<file path="src/rtl/ipwc_pkg.sv">
// ============================================================================
// ipwc_pkg
// Shared item types, operation and result codes for the IR pulse-width capture.
// ============================================================================
`default_nettype none

package ipwc_pkg;

    // operation codes of an input item
    localparam logic [1:0] OP_ARM  = 2'd0;
    localparam logic [1:0] OP_TICK = 2'd1;
    localparam logic [1:0] OP_EDGE = 2'd2;
    localparam logic [1:0] OP_READ = 2'd3;

    // result kinds
    localparam logic [1:0] KIND_OK       = 2'd0;
    localparam logic [1:0] KIND_LEN_ERR  = 2'd1;
    localparam logic [1:0] KIND_OVERFLOW = 2'd2;
    localparam logic [1:0] KIND_READ     = 2'd3;

    // configuration register indexes
    localparam logic [1:0] CFG_TICK_STEP   = 2'd0;
    localparam logic [1:0] CFG_FINISH_TIME = 2'd1;
    localparam logic [1:0] CFG_MIN_PULSES  = 2'd2;

    localparam int CFG_IDX_W  = 2;
    localparam int CFG_DATA_W = 16;

    localparam int ELAPSED_W = 17;
    localparam logic [ELAPSED_W-1:0] ELAPSED_MAX = '1;

    localparam logic [7:0]  TICK_STEP_RST   = 8'd50;
    localparam logic [15:0] FINISH_TIME_RST = 16'd10000;
    localparam logic [9:0]  MIN_PULSES_RST  = 10'd10;

    typedef struct packed {
        logic [1:0] op;
        logic [8:0] read_index;
    } in_item_t;

    typedef struct packed {
        logic [1:0]  kind;
        logic [9:0]  pulse_count;
        logic [15:0] width_value;
    } out_item_t;

    // result leaving the control stage, width still to come from the store
    typedef struct packed {
        logic        valid;
        logic [1:0]  kind;
        logic [9:0]  pulse_count;
        logic        zero_width;
    } res_t;

    typedef enum logic [2:0] {
        MODE_IDLE     = 3'b001,
        MODE_ARMED    = 3'b010,
        MODE_DECODING = 3'b100
    } mode_t;

endpackage

`default_nettype wire

</file>
<file path="src/rtl/ipwc_out.sv">
// ============================================================================
// ipwc_out
// Result stage: waits for store read data, then holds the item for the sink.
// ============================================================================
`default_nettype none

module ipwc_out
    import ipwc_pkg::*;
(
    input  wire logic        clk,
    input  wire logic        rst_n,
    input  wire res_t        res,
    input  wire logic [15:0] rd_data,
    output logic             in_stall,
    output logic             out_valid,
    input  wire logic        out_stall,
    output out_item_t        out_item
);

    logic      s1_valid_reg,  s1_valid_next;
    res_t      s1_res_reg;
    logic      out_valid_reg, out_valid_next;
    out_item_t out_item_reg;
    logic      advance;
    logic      load;

    // the result register frees up when empty or taken this cycle
    assign advance  = !out_valid_reg || !out_stall;
    // the read stage takes a new item when empty or when it moves on
    assign load     = !s1_valid_reg || advance;
    assign in_stall = !load;

    always_comb
    begin
        s1_valid_next  = s1_valid_reg;
        out_valid_next = out_valid_reg;
        if (advance)
        begin
            out_valid_next = s1_valid_reg;
        end
        if (load)
        begin
            s1_valid_next = res.valid;
        end
    end

    always_ff @(posedge clk or negedge rst_n)
    begin
        if (!rst_n)
        begin
            s1_valid_reg  <= 1'b0;
            out_valid_reg <= 1'b0;
        end
        else
        begin
            s1_valid_reg  <= s1_valid_next;
            out_valid_reg <= out_valid_next;
        end
    end

    always_ff @(posedge clk)
    begin
        if (load)
        begin
            s1_res_reg <= res;
        end
        if (advance)
        begin
            out_item_reg.kind        <= s1_res_reg.kind;
            out_item_reg.pulse_count <= s1_res_reg.pulse_count;
            out_item_reg.width_value <= s1_res_reg.zero_width ? 16'd0 : rd_data;
        end
    end

    assign out_valid = out_valid_reg;
    assign out_item  = out_item_reg;

endmodule

`default_nettype wire

</file>
<file path="config.mk">
export PLATFORM = sky130hd
export DESIGN_NAME = ipwc_out
export DESIGN_NICKNAME = d
export VERILOG_FILES = /design/src/rtl/ipwc_pkg.sv /design/src/rtl/ipwc_out.sv
export SDC_FILE = /design/constraint.sdc
export NUM_CORES = 1
export LEC_CHECK = 0
export ABC_AREA = 1
export BUFFER_PORTS_ARGS = -buffer_cell sky130_fd_sc_hd__buf_2
export CORE_MARGIN = 2
export CORE_UTILIZATION = 41
export DETAILED_ROUTE_END_ITERATION = 8
export GPL_TIMING_DRIVEN = 0
export PLACE_DENSITY = 0.73
export SYNTH_ARGS = -nofsm -noshare
export SYNTH_HDL_FRONTEND = slang
export SYNTH_SLANG_ARGS = --single-unit
</file>
<file path="constraint.sdc">
create_clock -name clk -period 1.4 [get_ports clk]
set_input_delay 0.14 -clock clk [delete_from_list [all_inputs] [get_ports clk]]
set_output_delay 0.14 -clock clk [all_outputs]
set_load 0.005 [all_outputs]
</file>
==> metrics <==
slew of the pin with the lowest slew margin 367 ps; area of the mapped netlist 1460 um^2; CTS tree done; P&R area growth vs syn 41.0%; worst vdd ir 0.753 mV; chip height 63.7 um; CP Capture Type primary output; largest net degree at the start of global routing 30; outcome finished, final reports clean; # rows 21; DR top layer met4; Hold Path Sink out_item[5]; MaxCap Viol Count 0; Slew Limit Fails 0; met3 routed WL 168 um; r2r endpoint out_item[2]; Core ar. 3390 um^2; final hold viol count 0; Initial Utilization 0.432; number of flip-flops under the largest register name 28; kind of critical path flip-flop to primary output; post-layout net count 202; ANT cells 0; mux cell area share after synthesis 0; Synth area leader edfxtp_1; Worst-Skew Late Latency 340 ps; DRT Pass-1 Iters 4; I/O Buffers 62; vias in the first global route 944; Hold Path Class input pin to flip-flop; Worst Skew 12.8 ps; CTS max path bufs 2; drt wl/cell 11.6 um; post-synthesis register bit count 43; layout cells sized above 1 0.453; total gr overflow 0; drt drc 0; Power Total 0.00238 W; GP Congestion 0.727; drt total wl 2510 um; I/O pin cnt 63; DP HPWL 1670 um; data required time of the worst path 1260 ps; Synth Instances 84; syn avg cell area 17.4 um^2; Synth area leaders edfxtp_1, inv_1, dfrtp_1, nor2_1, nor2_2; initial antenna violation count 0; fmax 0.823 GHz; post-synthesis sequential area ratio 0.876; GRT Total Usage 0.137; compound-gate portion of the synthesized area 0; startpoint types flip-flop; top cell type's share of synthesized area 0.842; number of distinct library cells after synthesis 9; root buffer cell clkbuf_4; htree depth 2; XOR/XNOR share of the synthesized area 0; R2R depth 1; Met1 Wirelength 877 um; worst hold path stage count 3; unrepaired setup endpoints after global routing false; Worst R2R Start out_valid; Fin Setup TNS 0 ps; main combinational cell family by area after synthesis buffers and inverters; Critical Path Fanout Max 3; P_leak 0.953 nW; synth warn 0; crit path DAT 1080 ps; flop2flop setup slack 260 ps; count of clock tree sinks 43; first-pass GRT wire length 4000 um; first-iteration detailed-routing DRC count 20; Tcrit/Tclk final 0.868; Final min period 1220 ps; Post-Synth Adder-Cell Area 0; Clock Pin Slew Worst Setup and Hold Paths 120 ps; vias per cell 4.15; launch point of the worst hold path rd_data[5]; CTS Buf Count 5; die area 4060 um^2; Mapped Nets 117; setup violators final 0; Worst slew margin 0.755; Die Wd 63.7 um; Post-DRT Antenna Nets 0; simple-gate share of the synthesized area 0.0573; Power Dens Cells 1160 nW/um^2; via count 897; routed wl met2 1340 um
## cells in the final DEF (no fill, tap or decap), drive strengths merged
cell / instances
buf: 65
edfxtp: 41
inv: 19
nor2: 16
dlygate4sd3: 15
clkbuf: 6
nand2: 3
dfrtp: 2
nand3: 1
clkinvlp: 1
clkinv: 1
## what timing repair did
action | 4_1_cts | 5_1_grt
pin swaps | 0 | 1
setup buffers | 0 | 1
setup endpoints to repair | 1 | 29
hold buffers | 15 | 0
gates resized for setup | 2 | 1
gates cloned | 0 | 0
endpoints found under the hold margin | 16 | 0
## stage by stage
stage	worst slack [ps]	hold WS (ps)	area, um^2	util	std cells
final	185	79.1	2060	0.608	216
after global routing	120	68.6	2060	0.608	216
after CTS	21.8	68.2	2050	0.605	215
after detailed placement	63.2	-72.4	1830	0.541	192
after global placement	150	-75.5	1830	0.541	192
after floorplan	248	-156	1470	-	84
## synth_stat cells
cell type,n
edfxtp_1,41
inv_1,19
nor2_1,13
nand2_1,3
nor2_2,3
dfrtp_1,2
buf_6,1
buf_8,1
nand3_1,1
## critical path: stages, from the launching register on
cell	delay (ps)
dfrtp_1	470
nand3_4	110
inv_1	40
buf_2	110
## final cells by class
type | instances | area, um^2
Buffer | 2 | 26.3
Clock inverter | 2 | 12.5
Tap cell | 46 | 57.6
Timing Repair Buffer | 78 | 468
Sequential cell | 43 | 1280
Fill cell | 281 | 1330
Inverter | 19 | 71.3
Clock buffer | 6 | 41.3
Multi-Input combinational cell | 20 | 104
## report_power, final
part           leakage, nW  total (W)  internal (W)  switching [W]
Clock               0.0282   0.000557      0.000194       0.000363
Combinational        0.484   0.000255      0.000136       0.000120
Sequential           0.441    0.00157       0.00154      0.0000319
Total                0.953    0.00238       0.00187       0.000514
## worst max-delay path by stage
stage	start	to	depth (start not counted)
after floorplan	out_valid	out_item[0]	1
after detailed placement	out_valid	s1_res_reg[12]	1
final	out_valid	in_stall	3
after global placement	out_valid	s1_res_reg[8]	1
after global routing	out_valid	in_stall	3
after CTS	out_valid	in_stall	3
## cells by family (layout without fill, tap and decap cells)
family | count (synthesis) | in the layout
simple gates | 20 | 20
buf+inv | 21 | 107
flops | 43 | 43
## layer usage
| metal | track usage | vias to the layer above |
|---|---|---|
| li1 | - | 444 |
| met2 | 0.234 | 44 |
| met3 | 0.0405 | 11 |
| met5 | 0 | - |
| met1 | 0.137 | 398 |
| met4 | 0.109 | 0 |
Power figures use the tool's default switching activity.
