$ cat src/rtl/ipwc_pkg.sv
// ============================================================================
// ipwc_pkg
// Shared item types, operation and result codes for the IR pulse-width capture.
// ============================================================================
`default_nettype none

package ipwc_pkg;

    // operation codes of an input item
    localparam logic [1:0] OP_ARM  = 2'd0;
    localparam logic [1:0] OP_TICK = 2'd1;
    localparam logic [1:0] OP_EDGE = 2'd2;
    localparam logic [1:0] OP_READ = 2'd3;

    // result kinds
    localparam logic [1:0] KIND_OK       = 2'd0;
    localparam logic [1:0] KIND_LEN_ERR  = 2'd1;
    localparam logic [1:0] KIND_OVERFLOW = 2'd2;
    localparam logic [1:0] KIND_READ     = 2'd3;

    // configuration register indexes
    localparam logic [1:0] CFG_TICK_STEP   = 2'd0;
    localparam logic [1:0] CFG_FINISH_TIME = 2'd1;
    localparam logic [1:0] CFG_MIN_PULSES  = 2'd2;

    localparam int CFG_IDX_W  = 2;
    localparam int CFG_DATA_W = 16;

    localparam int ELAPSED_W = 17;
    localparam logic [ELAPSED_W-1:0] ELAPSED_MAX = '1;

    localparam logic [7:0]  TICK_STEP_RST   = 8'd50;
    localparam logic [15:0] FINISH_TIME_RST = 16'd10000;
    localparam logic [9:0]  MIN_PULSES_RST  = 10'd10;

    typedef struct packed {
        logic [1:0] op;
        logic [8:0] read_index;
    } in_item_t;

    typedef struct packed {
        logic [1:0]  kind;
        logic [9:0]  pulse_count;
        logic [15:0] width_value;
    } out_item_t;

    // result leaving the control stage, width still to come from the store
    typedef struct packed {
        logic        valid;
        logic [1:0]  kind;
        logic [9:0]  pulse_count;
        logic        zero_width;
    } res_t;

    typedef enum logic [2:0] {
        MODE_IDLE     = 3'b001,
        MODE_ARMED    = 3'b010,
        MODE_DECODING = 3'b100
    } mode_t;

endpackage

`default_nettype wire

$ cat src/rtl/ipwc_ctrl.sv
// ============================================================================
// ipwc_ctrl
// Capture sequencer: config registers, mode, elapsed timer, pulse count.
// ============================================================================
`default_nettype none

module ipwc_ctrl
    import ipwc_pkg::*;
#(
    parameter int STORE_DEPTH = 512
)
(
    input  wire logic                           clk,
    input  wire logic                           rst_n,
    input  wire logic                           cfg_wr_en,
    input  wire logic [CFG_IDX_W-1:0]           cfg_index,
    input  wire logic [CFG_DATA_W-1:0]          cfg_data,
    input  wire logic                           acc,
    input  wire in_item_t                       item,
    output res_t                                res,
    output logic                                wr_en,
    output logic      [$clog2(STORE_DEPTH)-1:0] wr_addr,
    output logic      [15:0]                    wr_data,
    output logic                                rd_en,
    output logic      [$clog2(STORE_DEPTH)-1:0] rd_addr
);

    localparam int AW = $clog2(STORE_DEPTH);
    localparam int CW = $clog2(STORE_DEPTH + 1);
    localparam int IW = (AW > 9) ? AW : 9;

    logic [7:0]           tick_step_reg;
    logic [15:0]          finish_time_reg;
    logic [9:0]           min_pulses_reg;
    mode_t                mode_reg,    mode_next;
    logic [ELAPSED_W-1:0] elapsed_reg, elapsed_next;
    logic [CW-1:0]        count_reg,   count_next;

    logic [ELAPSED_W:0]   tick_sum;
    logic [ELAPSED_W-1:0] tick_sat;
    logic [15:0]          count_wide;
    logic [15:0]          index_wide;
    logic [IW-1:0]        index_ext;
    logic                 store_full;
    logic                 index_hit;

    always_ff @(posedge clk or negedge rst_n)
    begin
        if (!rst_n)
        begin
            tick_step_reg   <= TICK_STEP_RST;
            finish_time_reg <= FINISH_TIME_RST;
            min_pulses_reg  <= MIN_PULSES_RST;
        end
        else if (cfg_wr_en)
        begin
            unique case (cfg_index)
                CFG_TICK_STEP:   tick_step_reg   <= cfg_data[7:0];
                CFG_FINISH_TIME: finish_time_reg <= cfg_data;
                CFG_MIN_PULSES:  min_pulses_reg  <= cfg_data[9:0];
                default:         ;
            endcase
        end
    end

    assign tick_sum   = {1'b0, elapsed_reg} + (ELAPSED_W + 1)'(tick_step_reg);
    assign tick_sat   = tick_sum[ELAPSED_W] ? ELAPSED_MAX : tick_sum[ELAPSED_W-1:0];
    assign count_wide = 16'(count_reg);
    assign index_wide = 16'(item.read_index);
    assign index_ext  = IW'(item.read_index);
    assign store_full = (count_reg == CW'(STORE_DEPTH));
    assign index_hit  = (index_wide < count_wide);

    assign wr_addr = count_reg[AW-1:0];
    assign wr_data = elapsed_reg[15:0];
    assign rd_addr = index_ext[AW-1:0];

    always_comb
    begin
        mode_next        = mode_reg;
        elapsed_next     = elapsed_reg;
        count_next       = count_reg;
        wr_en            = 1'b0;
        rd_en            = 1'b0;
        res.valid        = 1'b0;
        res.kind         = KIND_READ;
        res.pulse_count  = count_wide[9:0];
        res.zero_width   = 1'b1;
        if (acc)
        begin
            unique case (item.op)
                OP_ARM:
                begin
                    count_next = '0;
                    mode_next  = MODE_ARMED;
                end
                OP_TICK:
                begin
                    if (mode_reg == MODE_DECODING)
                    begin
                        elapsed_next = tick_sat;
                        if (tick_sat >= ELAPSED_W'(finish_time_reg))
                        begin
                            mode_next = MODE_IDLE;
                            res.valid = 1'b1;
                            res.kind  = ((count_wide > 16'(min_pulses_reg)) && !store_full)
                                        ? KIND_OK : KIND_LEN_ERR;
                        end
                    end
                end
                OP_EDGE:
                begin
                    unique case (mode_reg)
                        MODE_IDLE:  ;
                        MODE_ARMED:
                        begin
                            elapsed_next = '0;
                            count_next   = '0;
                            mode_next    = MODE_DECODING;
                        end
                        MODE_DECODING:
                        begin
                            if (!store_full)
                            begin
                                wr_en        = 1'b1;
                                elapsed_next = '0;
                                count_next   = count_reg + CW'(1);
                            end
                            else
                            begin
                                mode_next = MODE_IDLE;
                                res.valid = 1'b1;
                                res.kind  = KIND_OVERFLOW;
                            end
                        end
                        default: ;
                    endcase
                end
                OP_READ:
                begin
                    res.valid      = 1'b1;
                    res.kind       = KIND_READ;
                    res.zero_width = !index_hit;
                    rd_en          = index_hit;
                end
                default: ;
            endcase
        end
    end

    always_ff @(posedge clk or negedge rst_n)
    begin
        if (!rst_n)
        begin
            mode_reg    <= MODE_IDLE;
            elapsed_reg <= '0;
            count_reg   <= '0;
        end
        else
        begin
            mode_reg    <= mode_next;
            elapsed_reg <= elapsed_next;
            count_reg   <= count_next;
        end
    end

endmodule

`default_nettype wire

$ cat config.mk
export PLATFORM = sky130hd
export DESIGN_NAME = ipwc_ctrl
export DESIGN_NICKNAME = d
export VERILOG_FILES = /design/src/rtl/ipwc_pkg.sv /design/src/rtl/ipwc_ctrl.sv
export SDC_FILE = /design/constraint.sdc
export NUM_CORES = 1
export LEC_CHECK = 0
export ABC_CLOCK_PERIOD_IN_PS = 4300
export BUFFER_PORTS_ARGS = -buffer_cell sky130_fd_sc_hd__buf_2
export CORE_AREA = 3 3 120 122
export CTS_BUF_LIST = sky130_fd_sc_hd__clkbuf_8 sky130_fd_sc_hd__clkbuf_16
export CTS_CLUSTER_SIZE = 16
export DETAILED_ROUTE_END_ITERATION = 8
export DIE_AREA = 0 0 123 125
export GPL_ROUTABILITY_DRIVEN = 1
export MAX_ROUTING_LAYER = met4
export PLACE_DENSITY = 0.62
export SLEW_MARGIN = 40
export SYNTH_ARGS = -nofsm -noshare
export SYNTH_HDL_FRONTEND = slang
export SYNTH_SLANG_ARGS = --single-unit
$ cat constraint.sdc
create_clock -name clk -period 4.3 [get_ports clk]
set_clock_uncertainty 0.15 [all_clocks]
set_input_delay 0.645 -clock clk [delete_from_list [all_inputs] [get_ports clk]]
set_output_delay 0.645 -clock clk [all_outputs]
set_load 0.01 [all_outputs]
==> results of run 1 <==
==> metrics by stage <==
stage	instances	power [mW]	setup TNS (ns)	utilization (%)
2_1_floorplan	483	1.35	0	-
6_report	750	2.48	-1.09	42.8
3_3_place_gp	727	1.62	-0.459	39.0
5_1_grt	750	2.65	-1.73	42.8
4_1_cts	745	2.47	-1.02	42.0
3_5_place_dp	728	1.64	-0.783	39.1
==> final cells by class <==
| type | count | share of cell area (%) |
|---|---|---|
| repair buffers | 116 | 11.9 |
| inverters | 46 | 3.04 |
| multi-input cells | 332 | 47.0 |
| clock inverters | 6 | 1.63 |
| well taps | 176 | 3.87 |
| clock buffers | 10 | 4.20 |
| flip-flops and latches | 64 | 28.4 |
==> path summary, 6_finish.rpt <==
| check | start | to | slack [ns] | cells past startpoint |
|---|---|---|---|---|
| min reg2reg | min_pulses_reg[2] | min_pulses_reg[2] | 0.35 | 1 |
| max | elapsed_reg[0] | res[11] | -0.37 | 16 |
| min in group clk | min_pulses_reg[2] | min_pulses_reg[2] | 0.35 | 1 |
| max in group asynchronous | rst_n | finish_time_reg[13] | 3.08 | 2 |
| max reg2reg | elapsed_reg[0] | mode_reg[1] | 0.24 | 16 |
| min | rst_n | min_pulses_reg[6] | 0.13 | 1 |
==> per-layer routing <==
layer / vias to the layer above / part of all wire (%)
li1: 1910 / -
met1: 1883 / 45
met2: 102 / 48
met3: 18 / 5.2
met4: 0 / 1.8
met5: - / 0
==> layout by cell type (no fill, tap or decap), drive strengths merged, types with 3 or more instances in the layout <==
cell / instances
xnor2: 8
a21o: 7
a211oi: 6
inv: 46
o211ai: 4
nand3: 13
nand3b: 3
clkbuf: 10
nor4: 9
nor2: 27
o21a: 3
and3: 5
buf: 116
nand4: 10
nand2b: 3
nor3: 9
or3: 6
dfstp: 11
nand2: 22
a21oi: 22
a31oi: 7
o21ai: 26
dfrtp: 53
nor3b: 3
mux2: 37
and2: 5
ha: 48
a22o: 11
o31ai: 7
nor2b: 3
==> cells by family after synthesis <==
group,count (synthesis)
AO/OA/AOI/OAI,112
XOR/XNOR,10
adder cells (fa/ha/maj),49
buffers and inverters,87
flip-flops,64
multiplexers,37
AND/OR/NAND/NOR,124
==> power by group <==
group          leakage, nW  internal [mW]  switching (mW)
logic                 1.81          0.421           0.458
clock network        0.155          0.525           0.276
registers            0.799          0.715          0.0813
total                 2.76           1.66           0.815
==> worst max-delay path: stages (launching register included) <==
cell      delay (ns)
dfrtp_1         0.38
ha_2            0.20
fa_2            0.37
a211oi_4        0.25
nor3_2          0.08
or3_1           0.37
a21oi_2         0.16
xnor2_1         0.13
nand2_1         0.07
ha_1            0.28
nand4_1         0.17
nor3_2          0.07
o311a_1         0.32
nor2_2          0.14
o211ai_1        0.16
a31oi_1         0.22
buf_2           0.16
==> timing repair <==
item,4_1_cts,5_1_grt
buffers inserted,1,5
setup endpoints to repair,3,3
pin swaps,11,8
gates resized for setup,11,14
==> impl_metrics.tcl, run 1 <==
set metrics [dict create \
    vias_per_cell 5.22 \
    synth_cell_types 59 \
    cts_tree "done" \
    setup_viol_count_final 3 \
    hold_viol 0 \
    relSlewSlack_pct 46.9 \
    met3_usage_pct 2.89 \
    ys_async_sr_fraction_pct 100 \
    synth-xor-area-share_pct 1.89 \
    synthTopCellsByArea "dfrtp_1 (29%), ha_1 (13%), mux2_2 (9.0%)" \
    clockRootBuffer "clkbuf_16" \
    criticalPathCategory "reg -> out" \
    gp_congestion 0.907 \
    wl_mm 12.4 \
    dieArea_mm2 0.0154 \
    drt_iter0_drc 191 \
    num_antenna_cells 0 \
    grt_pass1_wl_mm 20.4 \
    synth_top_area_share_pct 28.6 \
    synthAdderAreaFrac_pct 13.4 \
    slew_violations 0 \
    hold_class "in -> async" \
    drtPass1Iterations 4 \
    tightestPinTransition_ns 0.792 \
    ys_seq_elements 64 \
    start_util_pct 34.9 \
    synth_common_cells "dfrtp_1 (53), ha_1 (48), inv_1 (46)" \
    cap_violations 0 \
    seq_area_frac_synth_pct 34.8 \
    holdWs_ns 0.128 \
    drive_above_1_share_pct 36.6 \
    yosysWarnings 0 \
    die_w_um 123 \
    fin_ws_ns -0.372 \
    start_kind "flip-flop" \
    dp_hpwl_mm 9.60 \
    ant_nets 0 \
    cts_sinks 64 \
    clk_latency_ns 0.33 \
    grt_overflow 0 \
    grt_pass1_vias 3949 \
    pre_cts_slack_ns -0.276 \
    clockBufferDepth 2 \
    post_dp_cell_area_mm2 0.00520 \
    met2_usage_pct 27.1 \
    antenna_found_initial 0 \
    grt_busiest_layer "met2" \
    clk_pin_slew_ns 0.06 \
    grt_max_degree 38 \
    multi_input_comb_area_mm2 0.00267 \
    cts_buffers 9 \
    final_cell_area_mm2 0.00569 \
    dieHeight_um 125 \
    synth_edf_count 0 \
    synth_compound_area_share_pct 16.8 \
    port_buffers 82 \
    hold_buffers 0 \
    ff_latch_area_mm2 0.00162 \
    muxShareOfSynthArea_pct 8.97 \
    yosys.area.top_type "dfrtp_1" \
    ys.flop_type "dfrtp_1" \
    synth-simple-area-share_pct 14.3 \
    synth_top_family_by_area "compound AO/OA/AOI/OAI gates" \
    nets 651 \
    yosysMostFrequentCell "dfrtp_1" \
    fp.coreArea_mm2 0.0133 \
    fin_crit_sh_pct 109 \
    cp.arrival_ns 3.88 \
    syn_area_mm2 0.00464 \
    syn_inst 483 \
    leakage_nw 2.76 \
    status "finished with violations" \
    end_kind "primary output" \
    vdd_drop_max_mv 0.190 \
    rsz0062_at_grt "yes" \
    rows 42 \
    use_met1_pct 22.4 \
    largest_reg_flops 17 \
    fillerInstances 1310 \
    layout_min_cycle_time_ns 4.67 \
    syn2layout_area_growth_pct 22.4 \
    power-per-cell-area_mw_per_mm2 435 \
    wl_per_cell_um 16.5 \
    syn_nets 565 \
    violations "setup timing" \
    postSynthAreaPerCell_um2 9.61 \
    path_max_fanout 3 \
    fmax_ghz 0.214 \
    track_usage_pct 17.2 \
    io_pins 83 \
    routed-via-count 3913 \
    cts_max_level 3 \
    drc 0 \
    required_ns 3.50 \
]
No activity file was read; power rests on OpenSTA's default activity.
==> run 2, diff against run 1 <==
--- a/config.mk
+++ b/config.mk
@@ -7,11 +7,11 @@
 export LEC_CHECK = 0
 export ABC_CLOCK_PERIOD_IN_PS = 4300
 export BUFFER_PORTS_ARGS = -buffer_cell sky130_fd_sc_hd__buf_2
-export CORE_AREA = 3 3 120 122
+export CORE_AREA = 2 2 119 121
 export CTS_BUF_LIST = sky130_fd_sc_hd__clkbuf_8 sky130_fd_sc_hd__clkbuf_16
 export CTS_CLUSTER_SIZE = 16
 export DETAILED_ROUTE_END_ITERATION = 8
-export DIE_AREA = 0 0 123 125
+export DIE_AREA = 0 0 121 123
 export GPL_ROUTABILITY_DRIVEN = 1
 export MAX_ROUTING_LAYER = met4
 export PLACE_DENSITY = 0.62
==> run 2 against run 1 <==
Net effect:
- the flow still finishes with violations (setup timing)
- combinational power up 2.4%
- global-route usage rose by 0.58 points
- register-to-register slack got worse by 0.05 ns
- setup slack lost 0.033 ns
- via count down 0.64%
- critical path depth stayed put
- total power fell by 2.7%
- hold slack better by 0.039 ns
- clock power is 11% lower
==> impl_metrics.tcl, run 2 (same netlist as run 1, synthesis figures left out) <==
set metrics [dict create \
    hold_buffers 0 \
    post_dp_cell_area_mm2 0.00520 \
    gp_congestion 0.917 \
    final_cell_area_mm2 0.00568 \
    pre_cts_slack_ns -0.258 \
    vias_per_cell 5.14 \
    end_kind "primary output" \
    holdWs_ns 0.167 \
    die_w_um 121 \
    cts_max_level 3 \
    clockPowerShare_pct 29.6 \
    clk_latency_ns 0.33 \
    grt_pass1_vias 3863 \
    wl_per_cell_um 16.4 \
    power-per-cell-area_mw_per_mm2 424 \
    drive_above_1_share_pct 36.1 \
    cpPeakStageDelay_ns 0.40 \
    port_buffers 82 \
    fmax_ghz 0.213 \
    grt_pass1_wl_mm 20.1 \
    rows 43 \
    hold_viol 0 \
    fin_ws_ns -0.405 \
    seqPwrFrac_pct 33.0 \
    rsz0062_at_grt "yes" \
    violations "setup timing" \
    routed-via-count 3888 \
    layout_common_cells "buf_2 (81), dfrtp_1 (53), inv_1 (51)" \
    cp.arrival_ns 3.91 \
    final_common_cell "buf_2" \
    clockRootBuffer "clkbuf_16" \
    setup_viol_count_final 3 \
    leakage_nw 2.78 \
    largest_reg_flops 17 \
    dp_hpwl_mm 9.40 \
    drtPass1Iterations 4 \
    start_util_pct 34.1 \
    io_pins 83 \
    cts_buffers 9 \
    power.share.combinational_pct 37.4 \
    nets 653 \
    clockBufferDepth 2 \
    tightestPinTransition_ns 0.781 \
    path_max_fanout 3 \
    setup_tns_ns -1.19 \
    ant_nets 0 \
    num_antenna_cells 0 \
    criticalPathCategory "reg -> out" \
    fp.coreArea_mm2 0.0136 \
    start_kind "flip-flop" \
    grt_overflow 0 \
    p_switching_uw 812 \
    cap_violations 0 \
    relSlewSlack_pct 47.9 \
    switching_share_pct 33.7 \
    drc 0 \
    slew_violations 0 \
    hold_class "in -> async" \
    cts_sinks 64 \
    power.internal_mw 1.60 \
    wl_mm 12.4 \
    dieHeight_um 123 \
    drt_iter0_drc 205 \
    grt_max_degree 45 \
    cp_slowest_cell "o41a_1" \
    track_usage_pct 17.8 \
    cts_tree "done" \
    clk_pin_slew_ns 0.05 \
    dieArea_mm2 0.0149 \
    required_ns 3.50 \
    status "finished with violations" \
    path_cells "ha_2, fa_2, a211oi_4, nor3_2, o41a_1, and3_4, xnor2_2, nand2_2, ha_4, nand4_1, buf_4, nor4_4, a211oi_2, o211ai_1, o2bb2ai_1, buf_2" \
    syn2layout_area_growth_pct 22.4 \
    vdd_drop_max_mv 0.209 \
    layout_min_cycle_time_ns 4.70 \
    fin_crit_sh_pct 109 \
    fillerInstances 1331 \
    antenna_found_initial 0 \
]
[run 2: cell types whose count changed in the layout (fill, tap and decap cells not counted), moves of 2 or more]
cell        change
inv_1           +5
buf_4           +2
clkinv_4        -2
clkinvlp_4      -2
nor3_2          -2
[run 2: area by class of cell]
| cell class | count | area (um2) | area share (%) |
|---|---|---|---|
| timing repair buffer | 118 | 691 | 12.2 |
| clock buffer | 10 | 239 | 4.21 |
| sequential | 64 | 1620 | 28.4 |
| tap | 180 | 225 | 3.96 |
| clock inverter | 6 | 48.8 | 0.859 |
| multi-input combinational | 332 | 2690 | 47.3 |
| inverter | 46 | 173 | 3.04 |
[run 2: per-layer routing]
metal,vias up,part of all wire (%),track usage (%)
li1,1906,-,-
met1,1877,46,22.7
met2,94,49,29.2
met3,11,4.2,3.14
met4,0,1.3,4.80
met5,-,0,-
[run 2: repair_timing]
action / CTS / global route
hold endpoints to repair: 0 / 0
buffers inserted: 7 / 1
pin swaps: 17 / 4
setup endpoints to repair: 3 / 5
resized for setup: 20 / 8
[run 2: worst max-delay path, delay by kind of cell, from the launching register on]
kind / cells / cell delay (ns)
adder cells (fa/ha/maj): 3 / 0.88
buffers and inverters: 2 / 0.34
flip-flops: 1 / 0.39
AND/OR/NAND/NOR: 5 / 0.70
AO/OA/AOI/OAI: 5 / 1.11
XOR/XNOR: 1 / 0.16
[run 2: stage by stage]
| step | util, % | power (mW) | std cells |
|---|---|---|---|
| finish | 41.7 | 2.41 | 756 |
| detailed placement | 38.2 | 1.64 | 731 |
| global placement | 38.2 | 1.62 | 731 |
| CTS | 41.4 | 2.40 | 754 |
| global route | 41.7 | 2.58 | 756 |
| floorplan | - | 1.35 | 483 |
[run 2: path summary, 6_finish.rpt]
kind / startpoint / end / slack (ns) / cells after the start
max in group asynchronous: rst_n / tick_step_reg[5] / 3.08 / 2
worst min-delay path: rst_n / elapsed_reg[12] / 0.17 / 1
min in group clk: min_pulses_reg[9] / min_pulses_reg[9] / 0.35 / 1
worst max register to register: tick_step_reg[0] / mode_reg[1] / 0.19 / 17
worst max-delay path: tick_step_reg[0] / res[13] / -0.40 / 16
worst min register to register: min_pulses_reg[9] / min_pulses_reg[9] / 0.35 / 1
[run 2: power groups by stage]
stage | registers, mW | clock network [mW] | logic (mW)
6_report | 0.795 | 0.713 | 0.900
5_1_grt | 0.814 | 0.757 | 1.01
4_1_cts | 0.797 | 0.728 | 0.879
3_5_place_dp | 0.807 | 0 | 0.832
3_3_place_gp | 0.799 | 0 | 0.824
2_1_floorplan | 0.785 | 0 | 0.565
==> run 3, diff against run 2 <==
--- a/config.mk
+++ b/config.mk
@@ -7,14 +7,14 @@
 export LEC_CHECK = 0
 export ABC_CLOCK_PERIOD_IN_PS = 4300
 export BUFFER_PORTS_ARGS = -buffer_cell sky130_fd_sc_hd__buf_2
-export CORE_AREA = 2 2 119 121
+export CORE_AREA = 2 2 113 126
 export CTS_BUF_LIST = sky130_fd_sc_hd__clkbuf_8 sky130_fd_sc_hd__clkbuf_16
 export CTS_CLUSTER_SIZE = 16
 export DETAILED_ROUTE_END_ITERATION = 8
-export DIE_AREA = 0 0 121 123
+export DIE_AREA = 0 0 115 128
 export GPL_ROUTABILITY_DRIVEN = 1
 export MAX_ROUTING_LAYER = met4
-export PLACE_DENSITY = 0.62
+export PLACE_DENSITY = 0.63
 export SLEW_MARGIN = 40
 export SYNTH_ARGS = -nofsm -noshare
 export SYNTH_HDL_FRONTEND = slang
==> run 3 against run 2 <==
Net effect:
- the run still ends with setup timing left
- cell count stayed put
- combinational power is 5.9% higher
- critical endpoint unchanged
- critical path type unchanged
- setup slack worse by 0.12 ns
- sequential cell count stayed put
- sequential power hardly changed
- count of clock-buffer cells in the layout is 1 higher
- hold slack worse by 0.026 ns
- cell area is 0.99% higher
- via count is 3.2% higher
- total power is 0.82% higher
- sequential share of layout area is 0.28 points lower
- non-clock buffer count is 16 higher
==> impl_metrics.tcl, run 3 (same netlist as run 1, synthesis figures left out) <==
set metrics [dict create \
    status "finished with violations" \
    violations "setup timing" \
    layout_min_cycle_time_ns 4.83 \
    required_ns 3.50 \
    power-per-cell-area_mw_per_mm2 423 \
    hold_class "in -> async" \
    final_common_cell "buf_2" \
    rsz0062_at_grt "yes" \
    clk_latency_ns 0.34 \
    hold_viol 0 \
    gp_congestion 0.923 \
    track_usage_pct 18.2 \
    antenna_found_initial 0 \
    placed_cells 723 \
    cap_violations 0 \
    nets 669 \
    path_max_fanout 3 \
    drc 0 \
    cts_max_level 3 \
    cts_buffers 9 \
    totalPowerFinal_mw 2.43 \
    die_w_um 115 \
    syn2layout_area_growth_pct 23.6 \
    dieHeight_um 128 \
    met2_usage_pct 29.3 \
    port_buffers 82 \
    cp.arrival_ns 4.03 \
    largest_reg_flops 17 \
    grt_max_degree 43 \
    drt_iter0_drc 144 \
    multi_input_comb_area_mm2 0.00266 \
    pre_cts_slack_ns -0.294 \
    dieArea_mm2 0.0147 \
    fmax_ghz 0.207 \
    fillerInstances 1298 \
    met3_usage_pct 3.55 \
    fin_ws_ns -0.529 \
    cts_sinks 64 \
    grt_overflow 0 \
    wl_mm 12.6 \
    clockBufferDepth 2 \
    routed-via-count 4011 \
    finish.utilization_pct 42.5 \
    grt_busiest_layer "met2" \
    vias_per_cell 5.31 \
    fin_cells 756 \
    setup_viol_count_final 3 \
    dp_hpwl_mm 9.74 \
    criticalPathCategory "reg -> out" \
    ff_latch_area_mm2 0.00162 \
    clockRootBuffer "clkbuf_16" \
    grt_pass1_wl_mm 20.2 \
    ant_nets 0 \
    cts_tree "done" \
    fin_crit_sh_pct 112 \
    layout_common_cells "buf_2 (81), dfrtp_1 (53), buf_4 (52)" \
    drtPass1Iterations 4 \
    start_kind "flip-flop" \
    rows 45 \
    wl_per_cell_um 16.6 \
    vdd_drop_max_mv 0.201 \
    fp.coreArea_mm2 0.0135 \
    grt_pass1_vias 4019 \
    num_antenna_cells 0 \
    start_util_pct 34.4 \
    drive_above_1_share_pct 38.0 \
    use_met1_pct 22.4 \
    end_kind "primary output" \
    io_pins 83 \
    leakage_nw 2.84 \
    tightestPinTransition_ns 0.801 \
    slew_violations 0 \
    relSlewSlack_pct 46.6 \
    clk_pin_slew_ns 0.06 \
]
-- run 3: repair_timing --
item	4_1_cts	5_1_grt
hold buffers	0	0
endpoints found under the setup margin	4	5
gates resized for setup	9	10
buffers inserted	14	3
pin swaps	12	10
-- run 3: worst paths after layout --
path / start / endpoint / slack, ns / cells past startpoint
setup / recovery: elapsed_reg[0] / res[13] / -0.53 / 17
max in group asynchronous: rst_n / finish_time_reg[8] / 3.07 / 2
hold reg to reg: finish_time_reg[5] / finish_time_reg[5] / 0.35 / 1
setup reg to reg: elapsed_reg[0] / mode_reg[1] / 0.23 / 17
min in group clk: finish_time_reg[5] / finish_time_reg[5] / 0.35 / 1
hold / removal: rst_n / elapsed_reg[13] / 0.14 / 1
-- run 3: per-stage QoR --
| stage | area [um2] | hold WS (ns) | setup TNS, ns |
|---|---|---|---|
| floorplan | 4640 | 0.199 | 0 |
| global placement | 5230 | 0.340 | -0.466 |
| detailed placement | 5250 | 0.343 | -0.845 |
| CTS | 5670 | 0.168 | -1.35 |
| global route | 5740 | 0.185 | -2.04 |
| finish | 5740 | 0.141 | -1.56 |
-- run 3: layout make-up --
class / instances / area share (%)
multi-input cells: 332 / 46.3
clock inverters: 5 / 0.436
flip-flops and latches: 64 / 28.2
repair buffers: 134 / 14.1
inverters: 46 / 3.01
clock buffers: 11 / 4.40
well taps: 164 / 3.58
-- run 3: routing by layer --
metal,part of all wire [%],vias up
met4,2.6,0
met2,48,91
li1,-,1933
met1,45,1959
met3,3.5,28
met5,0,-
-- run 3: worst max-delay path, stage by stage (launching register included) --
cell and delay (ns):
dfrtp_1 0.39, ha_2 0.20, fa_2 0.35, a211oi_2 0.28, nor3_2 0.07, buf_4 0.14, or3_4 0.36, a21oi_2 0.18
xnor2_1 0.13, nand2_1 0.07, ha_1 0.29, nand4_1 0.17, buf_4 0.20, nor4_4 0.26, a211oi_2 0.09, o211ai_1 0.19
o2bb2ai_1 0.16, buf_2 0.15
-- run 3: where the power goes --
group	internal, mW	leakage [nW]	total (mW)	switching (mW)
combinational	0.474	1.90	0.953	0.479
clock	0.415	0.144	0.677	0.263
sequential	0.715	0.799	0.798	0.0824
